File: config.mk
export PLATFORM = sky130hd
export DESIGN_NAME = led_matrix_row_scanner_unit_flat
export DESIGN_NICKNAME = d
export VERILOG_FILES = /design/src/lrs_pkg.sv /design/src/lrs_if.sv /design/src/lrs_frame.sv /design/src/led_matrix_row_scanner_unit.sv /design/src/flat_wrapper.sv
export SDC_FILE = /design/constraint.sdc
export NUM_CORES = 1
export LEC_CHECK = 0
export BUFFER_PORTS_ARGS = -buffer_cell sky130_fd_sc_hd__buf_4
export CORE_UTILIZATION = 35
export CTS_CLUSTER_SIZE = 40
export DETAILED_ROUTE_END_ITERATION = 7
export HOLD_SLACK_MARGIN = 0.12
export PLACE_DENSITY = 0.54
export SLEW_MARGIN = 20
export SYNTH_ARGS = -nofsm -noshare
export SYNTH_HDL_FRONTEND = slang
export SYNTH_SLANG_ARGS = --single-unit
export TNS_END_PERCENT = 50
File: constraint.sdc
create_clock -name i_clk -period 3.1 [get_ports i_clk]
set_input_delay 0.155 -clock i_clk [delete_from_list [all_inputs] [get_ports i_clk]]
set_output_delay 0.155 -clock i_clk [all_outputs]
set_load 0.005 [all_outputs]
File: src/lrs_pkg.sv
`timescale 1ns / 1ps

package lrs_pkg;

    localparam int KIND_W   = 2;
    localparam int ROWSEL_W = 3;
    localparam int BYTE_W   = 8;
    localparam int HOLD_W   = 16;
    localparam int BITPOS_W = 5;
    localparam int WORD_W   = 32;
    localparam int DRIVE_W  = 8;

    localparam logic [HOLD_W-1:0] HOLD_RESET = 16'd1000;

    typedef enum logic [KIND_W-1:0] {
        KIND_ROW    = 2'd0,
        KIND_LIGHTS = 2'd1,
        KIND_TICK   = 2'd2
    } t_kind;

    typedef enum logic {
        PH_SHIFT = 1'b0,
        PH_HOLD  = 1'b1
    } t_phase;

    typedef struct packed {
        logic                serial_clock;
        logic                serial_data;
        logic [DRIVE_W-1:0]  row_drive_n;
        logic                shifting;
    } t_lines;

    typedef struct packed {
        logic                row_en;
        logic                lights_en;
        logic [ROWSEL_W-1:0] row;
        logic [BYTE_W-1:0]   red;
        logic [BYTE_W-1:0]   green;
        logic [BYTE_W-1:0]   blue;
        logic [BYTE_W-1:0]   lights;
    } t_frame_wr;

endpackage

File: src/lrs_if.sv
`timescale 1ns / 1ps

interface lrs_in_if;
    logic       valid;
    logic       ready;
    logic [1:0] kind;
    logic [2:0] row_index;
    logic [7:0] red_bits;
    logic [7:0] green_bits;
    logic [7:0] blue_bits;
    logic [7:0] lights_bits;

    modport source (output valid, kind, row_index, red_bits, green_bits, blue_bits,
                    lights_bits, input ready);
    modport sink   (input valid, kind, row_index, red_bits, green_bits, blue_bits,
                    lights_bits, output ready);
endinterface

interface lrs_out_if;
    logic       valid;
    logic       ready;
    logic       serial_clock;
    logic       serial_data;
    logic [7:0] row_drive_n;
    logic       shifting;

    modport source (output valid, serial_clock, serial_data, row_drive_n, shifting,
                    input ready);
    modport sink   (input valid, serial_clock, serial_data, row_drive_n, shifting,
                    output ready);
endinterface

File: src/lrs_frame.sv
`timescale 1ns / 1ps

module lrs_frame import lrs_pkg::*; #(
    parameter int ROW_COUNT = 8,
    parameter int ROW_W     = 3
) (
    input  logic              i_clk,
    input  logic              i_rst_n,
    input  t_frame_wr         i_wr,
    input  logic [ROW_W-1:0]  i_rd_row,
    output logic [WORD_W-1:0] o_word
);

    logic [BYTE_W-1:0] r_red    [ROW_COUNT];
    logic [BYTE_W-1:0] r_green  [ROW_COUNT];
    logic [BYTE_W-1:0] r_blue   [ROW_COUNT];
    logic [BYTE_W-1:0] r_lights;

    logic [31:0]      w_wr_wide;
    logic [ROW_W-1:0] w_wr_addr;
    logic             w_in_range;

    assign w_wr_wide  = 32'(i_wr.row);
    assign w_wr_addr  = w_wr_wide[ROW_W-1:0];
    assign w_in_range = w_wr_wide < 32'(ROW_COUNT);

    always_ff @(posedge i_clk) begin
        if (!i_rst_n) begin
            for (int i = 0; i < ROW_COUNT; i++) begin
                r_red[i]   <= '0;
                r_green[i] <= '0;
                r_blue[i]  <= '0;
            end
            r_lights <= '0;
        end else begin
            if (i_wr.row_en && w_in_range) begin
                r_red[w_wr_addr]   <= i_wr.red;
                r_green[w_wr_addr] <= i_wr.green;
                r_blue[w_wr_addr]  <= i_wr.blue;
            end
            if (i_wr.lights_en) begin
                r_lights <= i_wr.lights;
            end
        end
    end

    assign o_word = {r_lights, r_red[i_rd_row], r_green[i_rd_row], r_blue[i_rd_row]};

endmodule

File: src/led_matrix_row_scanner_unit.sv
`timescale 1ns / 1ps
// the result of an item is registered and valid in the cycle after the item is accepted
// throughput: one item per cycle, taken while the result register is empty or drained
// the rate is set by the result register; the scan state registers update once per accepted tick item
// reset (synchronous, active low) clears the frame store and scan state,
// sets hold_ticks to 1000 and the idle levels to clock 0, data 0, rows off

module led_matrix_row_scanner_unit import lrs_pkg::*; #(
    parameter int ROW_COUNT = 8
) (
    input  logic              i_clk,
    input  logic              i_rst_n,
    input  logic              i_hold_ticks_we,
    input  logic [HOLD_W-1:0] i_hold_ticks_data,
    lrs_in_if.sink            i_item,
    lrs_out_if.source         o_result
);

    localparam int ROW_W = (ROW_COUNT > 1) ? $clog2(ROW_COUNT) : 1;

    logic [HOLD_W-1:0]   r_hold_ticks;
    t_phase              r_phase,  n_phase;
    logic [ROW_W-1:0]    r_row,    n_row;
    logic [BITPOS_W-1:0] r_bit,    n_bit;
    logic                r_half,   n_half;
    logic [HOLD_W-1:0]   r_hold,   n_hold;
    logic [WORD_W-1:0]   r_word,   n_word;
    t_lines              r_lines,  n_lines;
    logic                r_out_valid;
    t_lines              r_out;

    logic                w_accept;
    logic                w_tick;
    t_frame_wr           w_wr;
    logic [WORD_W-1:0]   w_frame_word;
    logic [WORD_W-1:0]   w_word;
    logic                w_first;
    logic [HOLD_W-1:0]   w_limit;
    logic                w_hold_done;
    logic [ROW_W:0]      w_row_inc;
    logic [ROW_W-1:0]    w_row_next;
    logic [DRIVE_W-1:0]  w_mask;

    assign i_item.ready = !r_out_valid || o_result.ready;
    assign w_accept     = i_item.valid && i_item.ready;
    assign w_tick       = w_accept && (i_item.kind == KIND_TICK);

    always_comb begin
        w_wr           = '0;
        w_wr.row_en    = w_accept && (i_item.kind == KIND_ROW);
        w_wr.lights_en = w_accept && (i_item.kind == KIND_LIGHTS);
        w_wr.row       = i_item.row_index;
        w_wr.red       = i_item.red_bits;
        w_wr.green     = i_item.green_bits;
        w_wr.blue      = i_item.blue_bits;
        w_wr.lights    = i_item.lights_bits;
    end

    lrs_frame #(
        .ROW_COUNT (ROW_COUNT),
        .ROW_W     (ROW_W)
    ) u_frame (
        .i_clk    (i_clk),
        .i_rst_n  (i_rst_n),
        .i_wr     (w_wr),
        .i_rd_row (r_row),
        .o_word   (w_frame_word)
    );

    assign w_first     = (r_bit == '0) && !r_half;
    assign w_word      = w_first ? w_frame_word : r_word;
    assign w_limit     = (r_hold_ticks == '0) ? HOLD_W'(1) : r_hold_ticks;
    assign w_hold_done = ({1'b0, r_hold} + (HOLD_W+1)'(1)) >= {1'b0, w_limit};
    assign w_row_inc   = {1'b0, r_row} + (ROW_W+1)'(1);
    assign w_row_next  = (32'(w_row_inc) == 32'(ROW_COUNT)) ? '0 : w_row_inc[ROW_W-1:0];

    always_comb begin
        w_mask = '1;
        if (32'(r_row) < 32'(DRIVE_W)) begin
            w_mask = ~(DRIVE_W'(1) << r_row);
        end
    end

    // scan state
    always_comb begin
        n_phase = r_phase;
        n_row   = r_row;
        n_bit   = r_bit;
        n_half  = r_half;
        n_hold  = r_hold;
        n_word  = r_word;
        if (w_tick) begin
            case (r_phase)
                PH_SHIFT: begin
                    n_word = w_word;
                    if (!r_half) begin
                        n_half = 1'b1;
                    end else begin
                        n_half = 1'b0;
                        if (r_bit == '1) begin
                            n_bit   = '0;
                            n_phase = PH_HOLD;
                            n_hold  = '0;
                        end else begin
                            n_bit = r_bit + BITPOS_W'(1);
                        end
                    end
                end
                PH_HOLD: begin
                    if (w_hold_done) begin
                        n_hold  = '0;
                        n_phase = PH_SHIFT;
                        n_bit   = '0;
                        n_half  = 1'b0;
                        n_row   = w_row_next;
                    end else begin
                        n_hold = r_hold + HOLD_W'(1);
                    end
                end
                default: begin
                    n_phase = PH_SHIFT;
                end
            endcase
        end
    end

    // driven levels
    always_comb begin
        n_lines = r_lines;
        if (w_tick) begin
            case (r_phase)
                PH_SHIFT: begin
                    n_lines.serial_clock = r_half;
                    n_lines.serial_data  = w_word[~r_bit];
                    n_lines.row_drive_n  = '1;
                    n_lines.shifting     = 1'b1;
                end
                PH_HOLD: begin
                    n_lines.serial_clock = 1'b0;
                    n_lines.serial_data  = 1'b0;
                    n_lines.row_drive_n  = w_mask;
                    n_lines.shifting     = 1'b0;
                end
                default: begin
                    n_lines = r_lines;
                end
            endcase
        end
    end

    always_ff @(posedge i_clk) begin
        if (!i_rst_n) begin
            r_hold_ticks        <= HOLD_RESET;
            r_phase             <= PH_SHIFT;
            r_row               <= '0;
            r_bit               <= '0;
            r_half              <= 1'b0;
            r_hold              <= '0;
            r_word              <= '0;
            r_lines.serial_clock <= 1'b0;
            r_lines.serial_data  <= 1'b0;
            r_lines.row_drive_n  <= '1;
            r_lines.shifting     <= 1'b0;
            r_out_valid         <= 1'b0;
        end else begin
            if (i_hold_ticks_we) begin
                r_hold_ticks <= i_hold_ticks_data;
            end
            r_phase <= n_phase;
            r_row   <= n_row;
            r_bit   <= n_bit;
            r_half  <= n_half;
            r_hold  <= n_hold;
            r_word  <= n_word;
            r_lines <= n_lines;
            if (w_accept) begin
                r_out_valid <= 1'b1;
            end else if (o_result.ready) begin
                r_out_valid <= 1'b0;
            end
        end
    end

    always_ff @(posedge i_clk) begin
        if (w_accept) begin
            r_out <= n_lines;
        end
    end

    assign o_result.valid        = r_out_valid;
    assign o_result.serial_clock = r_out.serial_clock;
    assign o_result.serial_data  = r_out.serial_data;
    assign o_result.row_drive_n  = r_out.row_drive_n;
    assign o_result.shifting     = r_out.shifting;

endmodule
File: src/flat_wrapper.sv
// flat-port wrapper written by rule: the top's interface ports become plain ports
module led_matrix_row_scanner_unit_flat import lrs_pkg::*;
#(
    parameter int ROW_COUNT = 8
)
  (i_clk, i_rst_n, i_hold_ticks_we, i_hold_ticks_data, i_item_valid, i_item_kind, i_item_row_index, i_item_red_bits, i_item_green_bits, i_item_blue_bits, i_item_lights_bits, i_item_ready, o_result_valid, o_result_serial_clock, o_result_serial_data, o_result_row_drive_n, o_result_shifting, o_result_ready);
  lrs_in_if i_item_i ();
  lrs_out_if o_result_i ();
  input  logic i_clk;
  input  logic i_rst_n;
  input  logic i_hold_ticks_we;
  input  logic [HOLD_W-1:0] i_hold_ticks_data;
  input wire logic [$bits(i_item_i.valid)-1:0] i_item_valid;
  input wire logic [$bits(i_item_i.kind)-1:0] i_item_kind;
  input wire logic [$bits(i_item_i.row_index)-1:0] i_item_row_index;
  input wire logic [$bits(i_item_i.red_bits)-1:0] i_item_red_bits;
  input wire logic [$bits(i_item_i.green_bits)-1:0] i_item_green_bits;
  input wire logic [$bits(i_item_i.blue_bits)-1:0] i_item_blue_bits;
  input wire logic [$bits(i_item_i.lights_bits)-1:0] i_item_lights_bits;
  output wire logic [$bits(i_item_i.ready)-1:0] i_item_ready;
  output wire logic [$bits(o_result_i.valid)-1:0] o_result_valid;
  output wire logic [$bits(o_result_i.serial_clock)-1:0] o_result_serial_clock;
  output wire logic [$bits(o_result_i.serial_data)-1:0] o_result_serial_data;
  output wire logic [$bits(o_result_i.row_drive_n)-1:0] o_result_row_drive_n;
  output wire logic [$bits(o_result_i.shifting)-1:0] o_result_shifting;
  input wire logic [$bits(o_result_i.ready)-1:0] o_result_ready;
  assign i_item_i.valid = i_item_valid;
  assign i_item_i.kind = i_item_kind;
  assign i_item_i.row_index = i_item_row_index;
  assign i_item_i.red_bits = i_item_red_bits;
  assign i_item_i.green_bits = i_item_green_bits;
  assign i_item_i.blue_bits = i_item_blue_bits;
  assign i_item_i.lights_bits = i_item_lights_bits;
  assign i_item_ready = i_item_i.ready;
  assign o_result_valid = o_result_i.valid;
  assign o_result_serial_clock = o_result_i.serial_clock;
  assign o_result_serial_data = o_result_i.serial_data;
  assign o_result_row_drive_n = o_result_i.row_drive_n;
  assign o_result_shifting = o_result_i.shifting;
  assign o_result_i.ready = o_result_ready;
  led_matrix_row_scanner_unit #(.ROW_COUNT(ROW_COUNT)) u_core (.i_clk(i_clk), .i_rst_n(i_rst_n), .i_hold_ticks_we(i_hold_ticks_we), .i_hold_ticks_data(i_hold_ticks_data), .i_item(i_item_i), .o_result(o_result_i));
endmodule
* Word-level counts from Yosys, hierarchy flattened *
Memories as Yosys holds them, arrays and structs flattened. A register that Yosys moved wholly into a read port is not among the register bits.
Index checks and enable logic that the tools add are counted.

word-level totals
  bits in registers = 105
  bits in writable memories = 192
  input bits = 58
  output and inout port bits = 13
  logic and storage cells = 102
  memories = 3

cells by class
  $add $sub $neg = 4
  magnitude comparators = 3
  eq/ne operators = 7
  shifts and indexed selects = 1
  multiplexer cells = 43
  bitwise gates (word level) = 3
  reductions and logical operators = 21

memories
  name                    depth  bits a word  rd ports  clocked after Yosys merged registers in  write ports  line             text
  u_core.u_frame.r_blue   8      8            1         1                                        8            lrs_frame.sv:16  logic [BYTE_W-1:0] r_blue [ROW_COUNT];
  u_core.u_frame.r_green  8      8            1         1                                        8            lrs_frame.sv:15  logic [BYTE_W-1:0] r_green [ROW_COUNT];
  u_core.u_frame.r_red    8      8            1         1                                        8            lrs_frame.sv:14  logic [BYTE_W-1:0] r_red [ROW_COUNT];

operators with widths
  kind                                                        number
  2-to-1 mux 16 bit                                           4
  2-to-1 mux 32 bit                                           1
  one-hot mux 16 bit (2 select lines)                         1
  2-to-1 mux 3 bit                                            10
  2-to-1 mux 8 bit                                            3
  OR reduction 8 bit                                          3
  one-hot mux 11 bit (2 select lines)                         1
  adder 16 x 1 -> 17 bit, second input constant               1
  >= comparator 17 x 16 -> 1 bit                              1
  adder 16 x 1 -> 16 bit, second input constant               1
  logical NOT 16 bit                                          1
  2-to-1 mux 1 bit                                            15
  2-to-1 mux 5 bit                                            3
  2-to-1 mux 11 bit                                           1
  one-hot mux 5 bit (2 select lines)                          1
  AND reduction 3 bit                                         3
  NOT 8 bit                                                   1
  << shifter 1 x 3 -> 8 bit, first input constant             1
  logical AND 1 bit                                           6
  less-than comparator 5 x 6 -> 1 bit, second input constant  1
  adder 5 x 1 -> 5 bit, second input constant                 1
  binary-select mux 1 bit (select 5 bit)                      1
  == test 5 bit, second input constant                        1
  logical NOT 5 bit                                           1
  15 further kinds                                            19

* Longest topological paths before layout *
Gate-level depths: netlist (run 1).

  depth in word-level cells = 10
  depth in mapped cells = 15
  mapped depth without buffers = 14

* Cells and area by module *
From an unflattened synthesis (run 1), not the netlist that was laid out.

second synthesis, totals
  cells, all modules = 1115
  area total of the unflattened synthesis = 13772.0 µm²

by module, submodules not included
  module                       times used  cells an instance  area an instance (µm²)  sequential area each (µm²)
  lrs_frame                    1           578                8851.0                  5925.7
  led_matrix_row_scanner_unit  1           537                4921.0                  2052.0

* Worst setup path before layout (run 1) *
Ideal clock, no wire load.

  kind = register -> register
  start point = reg u_core.r_hold[0]
  end point = reg u_core.r_hold[8]
  library setup time = 70 ps
  arrival time = 3001 ps
  data required time = 3030 ps
  slack = 28 ps
  stages on the path, launching flop included = 16
  path buffers = 1
  period minus slack after synthesis = 3072 ps
  cells stage by stage = dfxtp_1 > ha_1 > nand3_1 > nor3_1 > nand3_1 > and2_1 > or2_1 > ha_1 > nand4_1 > nor2_1 > a31oi_1 > o21ai_1 > a211oi_1 > clkbuf_1 > o21ai_0 > a21oi_1

on the way
  cells in the longest elaborated chain, start to end = 4
  elaborated cells on any way between the ends = 5
  classes of those cells = 2 x add/sub; 1 x order compare; 2 x mux

RTL lines
  what                                     line                                text
  start, declared                          led_matrix_row_scanner_unit.sv:26   logic [HOLD_W-1:0] r_hold, n_hold;
  start signal, assigned                   led_matrix_row_scanner_unit.sv:173  r_hold <= n_hold;
  adder 16 x 1 -> 17 bit                   led_matrix_row_scanner_unit.sv:73   assign w_hold_done = ({1'b0, r_hold} + (HOLD_W+1)'(1)) >= {1'b0, w_limit};
  >= comparator 17 x 16 -> 1 bit           led_matrix_row_scanner_unit.sv:73
  2-to-1 mux 16 bit (*)                    led_matrix_row_scanner_unit.sv:110  if (w_hold_done) begin
  one-hot mux 16 bit (2 select lines) (*)  led_matrix_row_scanner_unit.sv:93   case (r_phase)

Every way passes the cells marked *; elsewhere a longest branch is shown, timed or not.
A chain may end at the register's enable or synchronous reset.

==> impl_metrics.py, run 1 <==
metrics = {
    "clocking": {
        "cts_sinks": 300,
        "clock_path_buffers": 3,
        "root_buffer": "clkbuf_16",
        "cts.htree.levels": 2,
        "cts_tree": "yes",
        "insertion_delay_ns": 0.53,
        "cts_made_buffers": 35,
        "clk_pin_slew_ns": 0.06,
    },
    "timing": {
        "finalSetupViolCount": 0,
        "fin_skew_ns": 0.0101,
        "fmax_mhz": 339,
        "final_max_slew_viol_count": 0,
        "hold_viol": 0,
        "fin_crit_ns": 2.95,
        "relSlewSlack_pct": 44.6,
        "finalCritPeriodShare_pct": 95.3,
        "tightest_slew_ns": 0.831,
    },
    "power_and_ir_drop": {
        "p_int_w": 0.00693,
        "p_leak_nw": 6.44,
        "power_density_mw_per_mm2": 515,
        "p_sw_share_pct": 22.3,
        "switching_power_w": 0.00199,
        "ir_worst_vdd_mv": 0.421,
        "combPwrFrac_pct": 6.6,
        "seqPwrFrac_pct": 49.7,
        "clockPowerShare_pct": 43.7,
    },
    "hold_path": {
        "worstHoldEndpoint": "u_core.r_half$_SDFFE_PN0P_",
        "hold_class": "input pin to register",
        "hp-start": "i_item_kind[0]",
        "worstHoldPathCells": 3,
    },
    "global_route": {
        "grt_pass1_vias": 9042,
        "grt_max_degree": 71,
        "grt_use_total_pct": 17.5,
        "antenna_found_initial": 0,
        "overflow": 0,
        "grt_first_pass_wirelength_mm": 52.0,
    },
    "drt": {
        "firstDrtPassIters": 7,
        "totalWireLength_mm": 34.0,
        "routedWlPerCell_um": 18.7,
        "routed-via-count": 9001,
        "ant_nets": 0,
        "viasPerCell": 4.95,
        "dr.first_iter.drc_count": 503,
        "drc": 2,
    },
    "placed_design": {
        "portBuffers": 70,
        "dp.cells": 1671,
        "gp_congestion": 0.830,
        "hpwlAfterDp_mm": 20.7,
        "place_area_mm2": 0.0152,
    },
    "layout": {
        "layout.nets": 1358,
        "final_common_cell": "edfxtp_1",
        "mostFrequentLayoutCells": "203 x edfxtp_1, 201 x and2_1, 123 x buf_4, 89 x dfxtp_1, 80 x dlygate4sd3_1",
        "fin_area_mm2": 0.0173,
        "drive_gt1_share_pct": 22.6,
        "syn_to_final_growth_pct": 26.1,
        "final_cells": 1819,
        "fillers": 3515,
    },
    "floorplanning": {
        "die_y_um": 200,
        "num_rows": 72,
        "coreArea_mm2": 0.0386,
        "ios": 71,
        "start_util_pct": 35.5,
        "die-area_mm2": 0.0400,
        "fp.dieW_um": 200,
    },
    "status": {
        "failed_checks": "DRC",
        "status": "finished, violations left",
    },
    "setup_path": {
        "path_class": "register to register",
        "cp-start-kind": "register",
        "worstSetupEndpointType": "register",
        "reg2reg_depth": 15,
        "crit_required_ns": 3.54,
        "cp.arrival_ns": 3.40,
        "cp_max_fo": 7,
        "r2r_setup_slack_ns": 0.15,
        "critPathLaunch": "u_core.r_hold[0]$_SDFFE_PN0P_",
        "r2r-start": "u_core.r_hold[0]$_SDFFE_PN0P_",
    },
    "synthesis": {
        "synth_edf_count": 203,
        "synthArstFlopShare_pct": 0,
        "synthTopCellsByArea": "edfxtp_1 44%, dfxtp_1 14%, and2_1 9.3%, mux4_2 8.4%, mux2i_1 3.1%",
        "synth_top_area_share_pct": 44.4,
        "ys_seq_area_share_pct": 58.5,
        "yosysUniqueCellTypes": 59,
        "yosys_warnings": 0,
        "synth_seq_cells": 300,
        "synthCells": 1091,
        "synth_area_per_cell_um2": 12.6,
        "syn_nets": 1175,
        "yosys.area.top_type": "edfxtp_1",
        "netlist_area_mm2": 0.0137,
        "ys.flop_type": "edfxtp_1",
    },
    "job": {
        "max_cap_violations": 0,
    },
}
-- kinds of logic after synthesis --
group	synth area share [%]
compound gates	6.48
buf+inv	2.72
xor+xnor	0.319
simple gates	17.3
fa+ha+maj	2.37
mux	12.3
flops	58.5
-- layout make-up --
type / count / area (µm²) / area share, %
Multi-Input combinational cell: 697 / 5580 / 32.2
Sequential cell: 300 / 8050 / 46.5
Timing Repair Buffer: 211 / 1860 / 10.7
Tap cell: 518 / 648 / 3.74
Antenna cell: 1 / 2.50 / 0.0145
Clock buffer: 48 / 977 / 5.64
Clock inverter: 15 / 95.1 / 0.549
Inverter: 29 / 109 / 0.629
-- repair_timing --
item | CTS | global route
pin swaps | 0 | 17
buffers inserted | 0 | 3
endpoints found under the setup margin | 6 | 29
gates resized for setup | 1 | 48
hold endpoints to repair | 217 | 0
gates cloned | 0 | 1
hold buffers | 80 | 0
-- per-layer routing --
layer  GRT usage [%]  vias to the layer above  routed length [µm]
li1                -                     4347                   -
met1            22.6                     4449               15400
met2            30.0                      166               16700
met3            2.86                       39                1280
met4            5.12                        0                 643
met5               0                        -                   0
-- per-stage QoR --
step / setup slack, ns / util (%) / power (W) / hold slack [ns] / TNS, ns
final: 0.147 / 44.8 / 0.00893 / 0.167 / 0
after global routing: -0.0519 / 44.8 / 0.00925 / 0.178 / -0.176
after CTS: 0.0345 / 44.1 / 0.00905 / 0.126 / 0
after detailed placement: 0.0181 / 39.3 / 0.00502 / 0.382 / 0
after global placement: 0.0236 / 39.3 / 0.00501 / 0.375 / 0
after floorplan: 0.0283 / - / 0.00477 / 0.284 / 0
-- synthesized netlist by cell type, drive strengths merged (8+ instances only) --
cell type    n
a211oi      24
inv         29
nand2       56
a21oi       34
nor2b        9
dfxtp       97
o21ai       23
mux4        53
buf         19
nand3       25
mux2i       43
nor3        19
o211ai       8
nand2b      11
nor2        67
edfxtp     203
or2         17
ha          26
clkbuf      46
and2       204
-- registers in the layout, indices dropped and copies added, names as in the netlist, 8 cells and up, named ones only --
signal and count:
u_core.o_result.row_drive_n 8, u_core.r_hold 16, u_core.u_frame.r_lights 8, u_core.u_frame.r_blue 64, u_core.r_lines 11, u_core.u_frame.r_red 64, u_core.u_frame.r_green 64, u_core.r_hold_ticks 16
u_core.r_word 32
-- power by group through the flow --
stage | Combinational [W] | Sequential, W | Clock [W]
final | 0.000586 | 0.00443 | 0.00390
after global routing | 0.000644 | 0.00445 | 0.00416
after CTS | 0.000586 | 0.00443 | 0.00403
after detailed placement | 0.000502 | 0.00452 | 0
after global placement | 0.000498 | 0.00452 | 0
after floorplan | 0.000272 | 0.00450 | 0
-- how the worst max path moves through the flow --
stage / endpoint / cells after the start
floorplan: u_core.r_hold[8]$_SDFFE_PN0P_ / 15
global placement: u_core.r_hold[12]$_SDFFE_PN0P_ / 14
detailed placement: u_core.r_hold[6]$_SDFFE_PN0P_ / 15
CTS: u_core.r_hold[6]$_SDFFE_PN0P_ / 16
global route: u_core.r_hold[8]$_SDFFE_PN0P_ / 16
finish: register / 15
-- worst max-delay path: stages (launching register included) --
cell and delay, ns:
dfxtp_2 0.36, buf_6 0.12, nand3_4 0.07, nor2_4 0.09, and3_4 0.22, and3_4 0.20
nand3_2 0.09, xnor2_2 0.17, ha_1 0.31, nand4_1 0.16, buf_4 0.19, o2111ai_2 0.23
nand2_2 0.13, a21oi_2 0.16, buf_6 0.16, mux2i_1 0.21
(Power assumes the default switching activity.)
==> inputs of run 2 (changes only) <==
--- a/config.mk
+++ b/config.mk
@@ -6,6 +6,7 @@
 export NUM_CORES = 1
 export LEC_CHECK = 0
 export BUFFER_PORTS_ARGS = -buffer_cell sky130_fd_sc_hd__buf_4
+export CORE_MARGIN = 8
 export CORE_UTILIZATION = 35
 export CTS_CLUSTER_SIZE = 40
 export DETAILED_ROUTE_END_ITERATION = 7
==> impl_metrics.py, run 2 (synthesis results as in run 1) <==
metrics = {
    "global_route": {
        "overflow": 0,
        "grt_max_degree": 71,
        "grt_pass1_vias": 9055,
        "grt_first_pass_wirelength_mm": 53.5,
        "antenna_found_initial": 1,
        "grt_use_total_pct": 14.8,
    },
    "drt": {
        "ant_nets": 0,
        "viasPerCell": 4.87,
        "routed-via-count": 8867,
        "dr.first_iter.drc_count": 594,
        "routed.top_layer": "met4",
        "firstDrtPassIters": 5,
        "drc": 0,
        "routedWlPerCell_um": 19.1,
        "wl_met1_mm": 15.7,
        "met3_length_mm": 1.42,
        "totalWireLength_mm": 34.7,
        "wl_met2_mm": 16.9,
    },
    "floorplanning": {
        "ios": 71,
        "num_rows": 72,
        "coreArea_mm2": 0.0386,
        "die_y_um": 214,
        "die-area_mm2": 0.0458,
        "start_util_pct": 35.5,
        "fp.dieW_um": 214,
    },
    "clocking": {
        "cts_made_buffers": 36,
        "cts.htree.levels": 2,
        "cts_sinks": 300,
        "clk_pin_slew_ns": 0.06,
        "clock_path_buffers": 3,
        "insertion_delay_ns": 0.53,
        "cts_tree": "yes",
        "root_buffer": "clkbuf_16",
    },
    "timing": {
        "fmax_mhz": 341,
        "timing.final.ws_setup_ns": 0.166,
        "finalCritPeriodShare_pct": 94.7,
        "final_max_slew_viol_count": 0,
        "fin_crit_ns": 2.93,
        "whs_ns": 0.154,
        "tightest_slew_ns": 0.787,
        "relSlewSlack_pct": 47.5,
        "hold_viol": 0,
        "fin_skew_ns": 0.0140,
        "finalSetupViolCount": 0,
    },
    "setup_path": {
        "cpLargestDelayFamily": "compound AO/OA/AOI/OAI gates",
        "cp_slowest_cell": "dfxtp_4",
        "path_buf_inv": 2,
        "crit_required_ns": 3.54,
        "path_class": "register to register",
        "slowest_delay_ns": 0.36,
        "worstSetupEndpointType": "register",
        "crit_chain": "buf_6, nand3_2, nor2_2, and3_4, and3_4, nand3_4, xnor2_2, ha_1, nor2b_4, o21ai_2, o2111ai_2, a211oi_2, buf_2, o21ai_1, a21oi_1",
        "path_common_cell": "and3_4",
        "cp-start-kind": "register",
        "cp_max_fo": 5,
        "cp.arrival_ns": 3.38,
    },
    "placed_design": {
        "gp_congestion": 0.801,
        "portBuffers": 70,
        "post-place-ws_ns": 0.00679,
        "hpwlAfterDp_mm": 21.5,
    },
    "layout": {
        "fillers": 3552,
        "antenna-diode-count": 0,
        "drive_gt1_share_pct": 22.7,
        "final_common_cell": "edfxtp_1",
        "syn_to_final_growth_pct": 26.2,
        "top_regs": "u_core.u_frame.r_blue (64), u_core.u_frame.r_green (64), u_core.u_frame.r_red (64)",
        "layout.nets": 1360,
        "mostFrequentLayoutCells": "203 x edfxtp_1, 202 x and2_1, 123 x buf_4, 89 x dfxtp_1, 80 x dlygate4sd3_1",
    },
    "power_and_ir_drop": {
        "ir_worst_vdd_mv": 0.402,
        "p_leak_nw": 6.47,
        "finalPower_w": 0.00891,
        "power_density_mw_per_mm2": 514,
    },
    "job": {
        "max_cap_violations": 0,
    },
    "status": {
        "status": "complete, no violations",
    },
    "hold_path": {
        "hold_class": "input pin to register",
    },
}
run 2: worst register-to-register path: cells and delay by family (launching register included):
family	cells	cell delay, ns
compound gates	5	0.87
xor+xnor	1	0.20
fa+ha+maj	1	0.28
buf+inv	2	0.31
flops	1	0.36
simple gates	6	0.83
run 2: final cells by class:
cell class,count,area (µm²),share of cell area (%)
clock buffers,54,1010,5.83
well taps,518,648,3.74
repair buffers,212,1870,10.8
clock inverters,10,60.1,0.347
flip-flops and latches,300,8050,46.5
inverters,29,109,0.628
multi-input cells,697,5580,32.2
run 2: metal layers:
| metal | up-vias | GRT usage, % |
|---|---|---|
| li1 | 4358 | - |
| met1 | 4302 | 19.4 |
| met2 | 160 | 24.8 |
| met3 | 47 | 2.64 |
| met4 | 0 | 3.93 |
| met5 | - | 0 |
run 2: final timing paths:
path	slack (ns)	depth (start not counted)	startpoint	endpoint
hold reg to reg	0.45	2	u_core.r_word[24]$_SDFFE_PN0P_	u_core.r_word[24]$_SDFFE_PN0P_
setup reg to reg	0.17	15	u_core.r_hold[1]$_SDFFE_PN0P_	u_core.r_hold[6]$_SDFFE_PN0P_
hold / removal	0.15	3	i_item_kind[1]	u_core.r_half$_SDFFE_PN0P_
setup / recovery	0.17	15	u_core.r_hold[1]$_SDFFE_PN0P_	u_core.r_hold[6]$_SDFFE_PN0P_
run 2: where the power goes:
group          total (W)  internal (W)  leakage, nW  switching, W
Sequential       0.00444       0.00438         2.94     0.0000555
Clock            0.00389       0.00226        0.520       0.00163
Combinational   0.000586      0.000266         3.01      0.000319
run 2: stage by stage:
step | setup TNS [ns] | std cells | area (µm²) | utilization [%]
final | 0 | 1820 | 17300 | 44.8
after global routing | -0.00631 | 1820 | 17300 | 44.8
after CTS | 0 | 1817 | 17100 | 44.2
after detailed placement | 0 | 1673 | 15200 | 39.4
after global placement | 0 | 1673 | 15200 | 39.4
after floorplan | 0 | 1091 | 13700 | -
run 2: repair_timing:
action / in CTS / in global routing
cloned: 0 / 1
buffers inserted: 0 / 2
hold endpoints to repair: 217 / 0
gates resized for setup: 1 / 49
pin swaps: 0 / 21
hold buffers: 80 / 0
setup endpoints to repair: 7 / 28
==> inputs of run 3 (changes only) <==
--- a/config.mk
+++ b/config.mk
@@ -7,13 +7,14 @@
 export LEC_CHECK = 0
 export BUFFER_PORTS_ARGS = -buffer_cell sky130_fd_sc_hd__buf_4
 export CORE_MARGIN = 8
-export CORE_UTILIZATION = 35
+export CORE_UTILIZATION = 55
 export CTS_CLUSTER_SIZE = 40
 export DETAILED_ROUTE_END_ITERATION = 7
 export HOLD_SLACK_MARGIN = 0.12
-export PLACE_DENSITY = 0.54
+export PLACE_DENSITY = 0.78
 export SLEW_MARGIN = 20
 export SYNTH_ARGS = -nofsm -noshare
 export SYNTH_HDL_FRONTEND = slang
+export SYNTH_HIERARCHICAL = 1
 export SYNTH_SLANG_ARGS = --single-unit
 export TNS_END_PERCENT = 50
==> impl_metrics.py, run 3 <==
metrics = {
    "floorplanning": {
        "die_y_um": 174,
        "fp.dieW_um": 174,
        "start_util_pct": 55.3,
        "coreArea_mm2": 0.0249,
        "num_rows": 58,
        "die-area_mm2": 0.0304,
        "ios": 71,
    },
    "synthesis": {
        "yosys_warnings": 6,
        "synth_edf_count": 203,
        "ys_seq_area_share_pct": 57.9,
        "synth.top_cells.by_count": "203 x edfxtp_1, 196 x nor3_1, 94 x dfxtp_1",
        "yosys.area.top_type": "edfxtp_1",
        "synthArstFlopShare_pct": 0,
        "netlist_area_mm2": 0.0138,
        "syn_nets": 1199,
        "synth_top_area_share_pct": 44.3,
        "yosysMostFrequentCell": "edfxtp_1",
        "synth_area_per_cell_um2": 12.4,
        "yosysUniqueCellTypes": 56,
        "synthCells": 1115,
        "synth_seq_cells": 297,
        "ys.flop_type": "edfxtp_1",
        "synthTopCellsByArea": "edfxtp_1 44%, dfxtp_1 14%, mux4_2 10%, nor3_1 7.1%, nand2_1 2.4%",
    },
    "power_and_ir_drop": {
        "power_density_mw_per_mm2": 505,
        "clockPowerShare_pct": 41.6,
        "p_int_w": 0.00668,
        "switching_power_w": 0.00188,
        "ir_worst_vdd_mv": 0.468,
        "p_leak_nw": 6.25,
        "seqPwrFrac_pct": 51.0,
        "p_sw_share_pct": 22.0,
        "combPwrFrac_pct": 7.5,
    },
    "global_route": {
        "grt_first_pass_wirelength_mm": 52.2,
        "grtUsageMet1_pct": 26.8,
        "grt_pass1_vias": 9910,
        "grt_max_degree": 97,
        "grt_use_total_pct": 21.4,
        "met2_usage_pct": 36.7,
        "antenna_found_initial": 1,
        "met3_usage_pct": 3.62,
        "overflow": 0,
        "top_usage_layer": "met2",
    },
    "timing": {
        "hold_viol": 0,
        "fin_crit_ns": 3.42,
        "fmax_mhz": 293,
        "finalSetupViolCount": 26,
        "final_max_slew_viol_count": 0,
        "relSlewSlack_pct": 25.8,
        "fin_skew_ns": 0.0206,
        "setup_tns_ns": -4.97,
        "finalCritPeriodShare_pct": 110,
        "rsz0062_at_grt": "true",
        "timing.final.ws_setup_ns": -0.318,
        "tightest_slew_ns": 1.11,
    },
    "setup_path": {
        "slowest_delay_ns": 0.47,
        "r2r_setup_slack_ns": -0.32,
        "cp.arrival_ns": 3.83,
        "crit_path_end": "u_core/r_bit[0]$_SDFFE_PN0P_",
        "worstSetupEndpointType": "register",
        "crit_required_ns": 3.51,
        "cp_slowest_cell": "dfxtp_1",
        "r2r-start": "u_core/r_hold[3]$_SDFFE_PN0P_",
        "critPathLaunch": "u_core/r_hold[3]$_SDFFE_PN0P_",
        "path_buf_inv": 4,
        "crit_chain": "nand4_1, nor3_2, and2_4, xnor2_4, inv_2, ha_4, nand4_1, buf_4, a31oi_1, o311a_1, buf_4, o21ai_4, buf_6, a31oi_4, o32ai_1",
        "cpLargestDelayFamily": "simple AND/OR/NAND/NOR gates",
        "crit_cells": 15,
        "cp-start-kind": "register",
        "reg2reg_depth": 15,
        "rr_endpoint": "u_core/r_bit[0]$_SDFFE_PN0P_",
        "path_class": "register to register",
        "cp_max_fo": 6,
    },
    "clocking": {
        "insertion_delay_ns": 0.57,
        "cts.htree.levels": 1,
        "cts_sinks": 297,
        "cts_tree": "yes",
        "clock_path_buffers": 3,
        "cts_made_buffers": 30,
        "root_buffer": "clkbuf_16",
        "clk_pin_slew_ns": 0.06,
    },
    "layout": {
        "syn_to_final_growth_pct": 23.1,
        "seqCellArea_mm2": 0.00799,
        "mostFrequentLayoutCells": "203 x edfxtp_1, 195 x nor3_1, 132 x buf_4, 89 x dfxtp_1, 86 x nand2_1",
        "layout.nets": 1362,
        "fin_area_mm2": 0.0170,
        "final_common_cell": "edfxtp_1",
        "drive_gt1_share_pct": 25.1,
        "multi_input_area_mm2": 0.00543,
        "fillers": 1666,
        "top_regs": "u_core/u_frame/r_blue (64), u_core/u_frame/r_green (64), u_core/u_frame/r_red (64)",
    },
    "drt": {
        "viasPerCell": 6.15,
        "routedWlPerCell_um": 21.4,
        "ant_nets": 0,
        "firstDrtPassIters": 5,
        "routed-via-count": 10000,
        "totalWireLength_mm": 35.0,
        "dr.first_iter.drc_count": 1002,
        "drc": 0,
    },
    "placed_design": {
        "gp_congestion": 0.885,
        "portBuffers": 70,
        "hpwlAfterDp_mm": 19.4,
        "place_area_mm2": 0.0148,
    },
    "status": {
        "status": "finished, violations left",
        "failed_checks": "setup timing",
    },
    "hold_path": {
        "worstHoldPathCells": 3,
        "hold_class": "input pin to register",
    },
    "job": {
        "max_cap_violations": 0,
    },
}
run 3: cell count changes after synthesis, sizes merged, moves of 25 or more:
cell / change
and2: -188
clkbuf: +25
clkinv: +26
nand2: +31
nor2: -34
nor3: +178
run 3: final cells by class:
| class | instances | area share (%) |
|---|---|---|
| multi-input combinational | 673 | 32.0 |
| tap | 330 | 2.44 |
| antenna | 1 | 0.0148 |
| timing repair buffer | 220 | 11.4 |
| clock buffer | 43 | 5.07 |
| sequential | 297 | 47.1 |
| inverter | 56 | 1.24 |
| clock inverter | 13 | 0.738 |
run 3: power by group through the flow:
stage	Clock (W)	Combinational, W	Sequential, W
after CTS	0.00360	0.000615	0.00436
after detailed placement	0	0.000529	0.00444
final	0.00356	0.000638	0.00436
after global placement	0	0.000523	0.00444
after floorplan	0	0.000311	0.00444
after global routing	0.00375	0.000678	0.00437
run 3: how the worst min path moves through the flow:
stage	start	endpoint	slack, ns
after floorplan	i_rst_n	u_core/u_frame/r_lights[0]$_SDFFE_PN0P_	0.28
after global placement	i_hold_ticks_data[9]	u_core/r_hold_ticks[9]$_SDFFE_PN1P_	0.38
after detailed placement	i_hold_ticks_data[5]	u_core/r_hold_ticks[5]$_SDFFE_PN1P_	0.38
after CTS	i_item_kind[0]	u_core/r_bit[2]$_SDFFE_PN0P_	0.20
after global routing	i_item_kind[0]	u_core/r_bit[2]$_SDFFE_PN0P_	0.23
final	i_item_kind[0]	u_core/r_bit[2]$_SDFFE_PN0P_	0.23
run 3: cells by family after synthesis:
| group | Yosys count | share of synthesized area [%] |
|---|---|---|
| AND/OR/NAND/NOR | 395 | 14.2 |
| flip-flops | 297 | 57.9 |
| buffers and inverters | 145 | 4.32 |
| AO/OA/AOI/OAI | 124 | 5.81 |
| multiplexers | 113 | 14.4 |
| adder cells (fa/ha/maj) | 26 | 2.36 |
| XOR/XNOR | 15 | 0.954 |
run 3: routing by layer:
metal	wire length [µm]	up-vias
li1	-	4523
met1	13600	4935
met2	17400	471
met3	2790	108
met4	1220	0
met5	0	-
run 3: through the flow:
| stage | utilization [%] | total power, W | worst slack [ns] | cells | hold WS, ns |
|---|---|---|---|---|---|
| after floorplan | - | 0.00475 | -0.303 | 1115 | 0.283 |
| after global placement | 59.6 | 0.00496 | -0.114 | 1478 | 0.378 |
| after detailed placement | 59.6 | 0.00497 | -0.211 | 1478 | 0.382 |
| after CTS | 67.0 | 0.00858 | 0.00856 | 1618 | 0.199 |
| after global routing | 68.1 | 0.00880 | -0.434 | 1633 | 0.226 |
| final | 68.1 | 0.00856 | -0.318 | 1633 | 0.232 |
run 3: worst reg2reg max path: stages (launching register included):
cell     delay [ns]
dfxtp_1        0.47
nand4_1        0.27
nor3_2         0.29
and2_4         0.21
xnor2_4        0.12
inv_2          0.07
ha_4           0.28
nand4_1        0.24
buf_4          0.23
a31oi_1        0.14
o311a_1        0.26
buf_4          0.16
o21ai_4        0.07
buf_6          0.15
a31oi_4        0.21
o32ai_1        0.12
run 3: repair_timing:
action | 4_1_cts | 5_1_grt
endpoints found under the setup margin | 23 | 26
buffers inserted | 3 | 13
pin swaps | 4 | 20
hold endpoints to repair | 221 | 0
resized for setup | 5 | 40
hold buffers | 81 | 0
cloned | 0 | 1
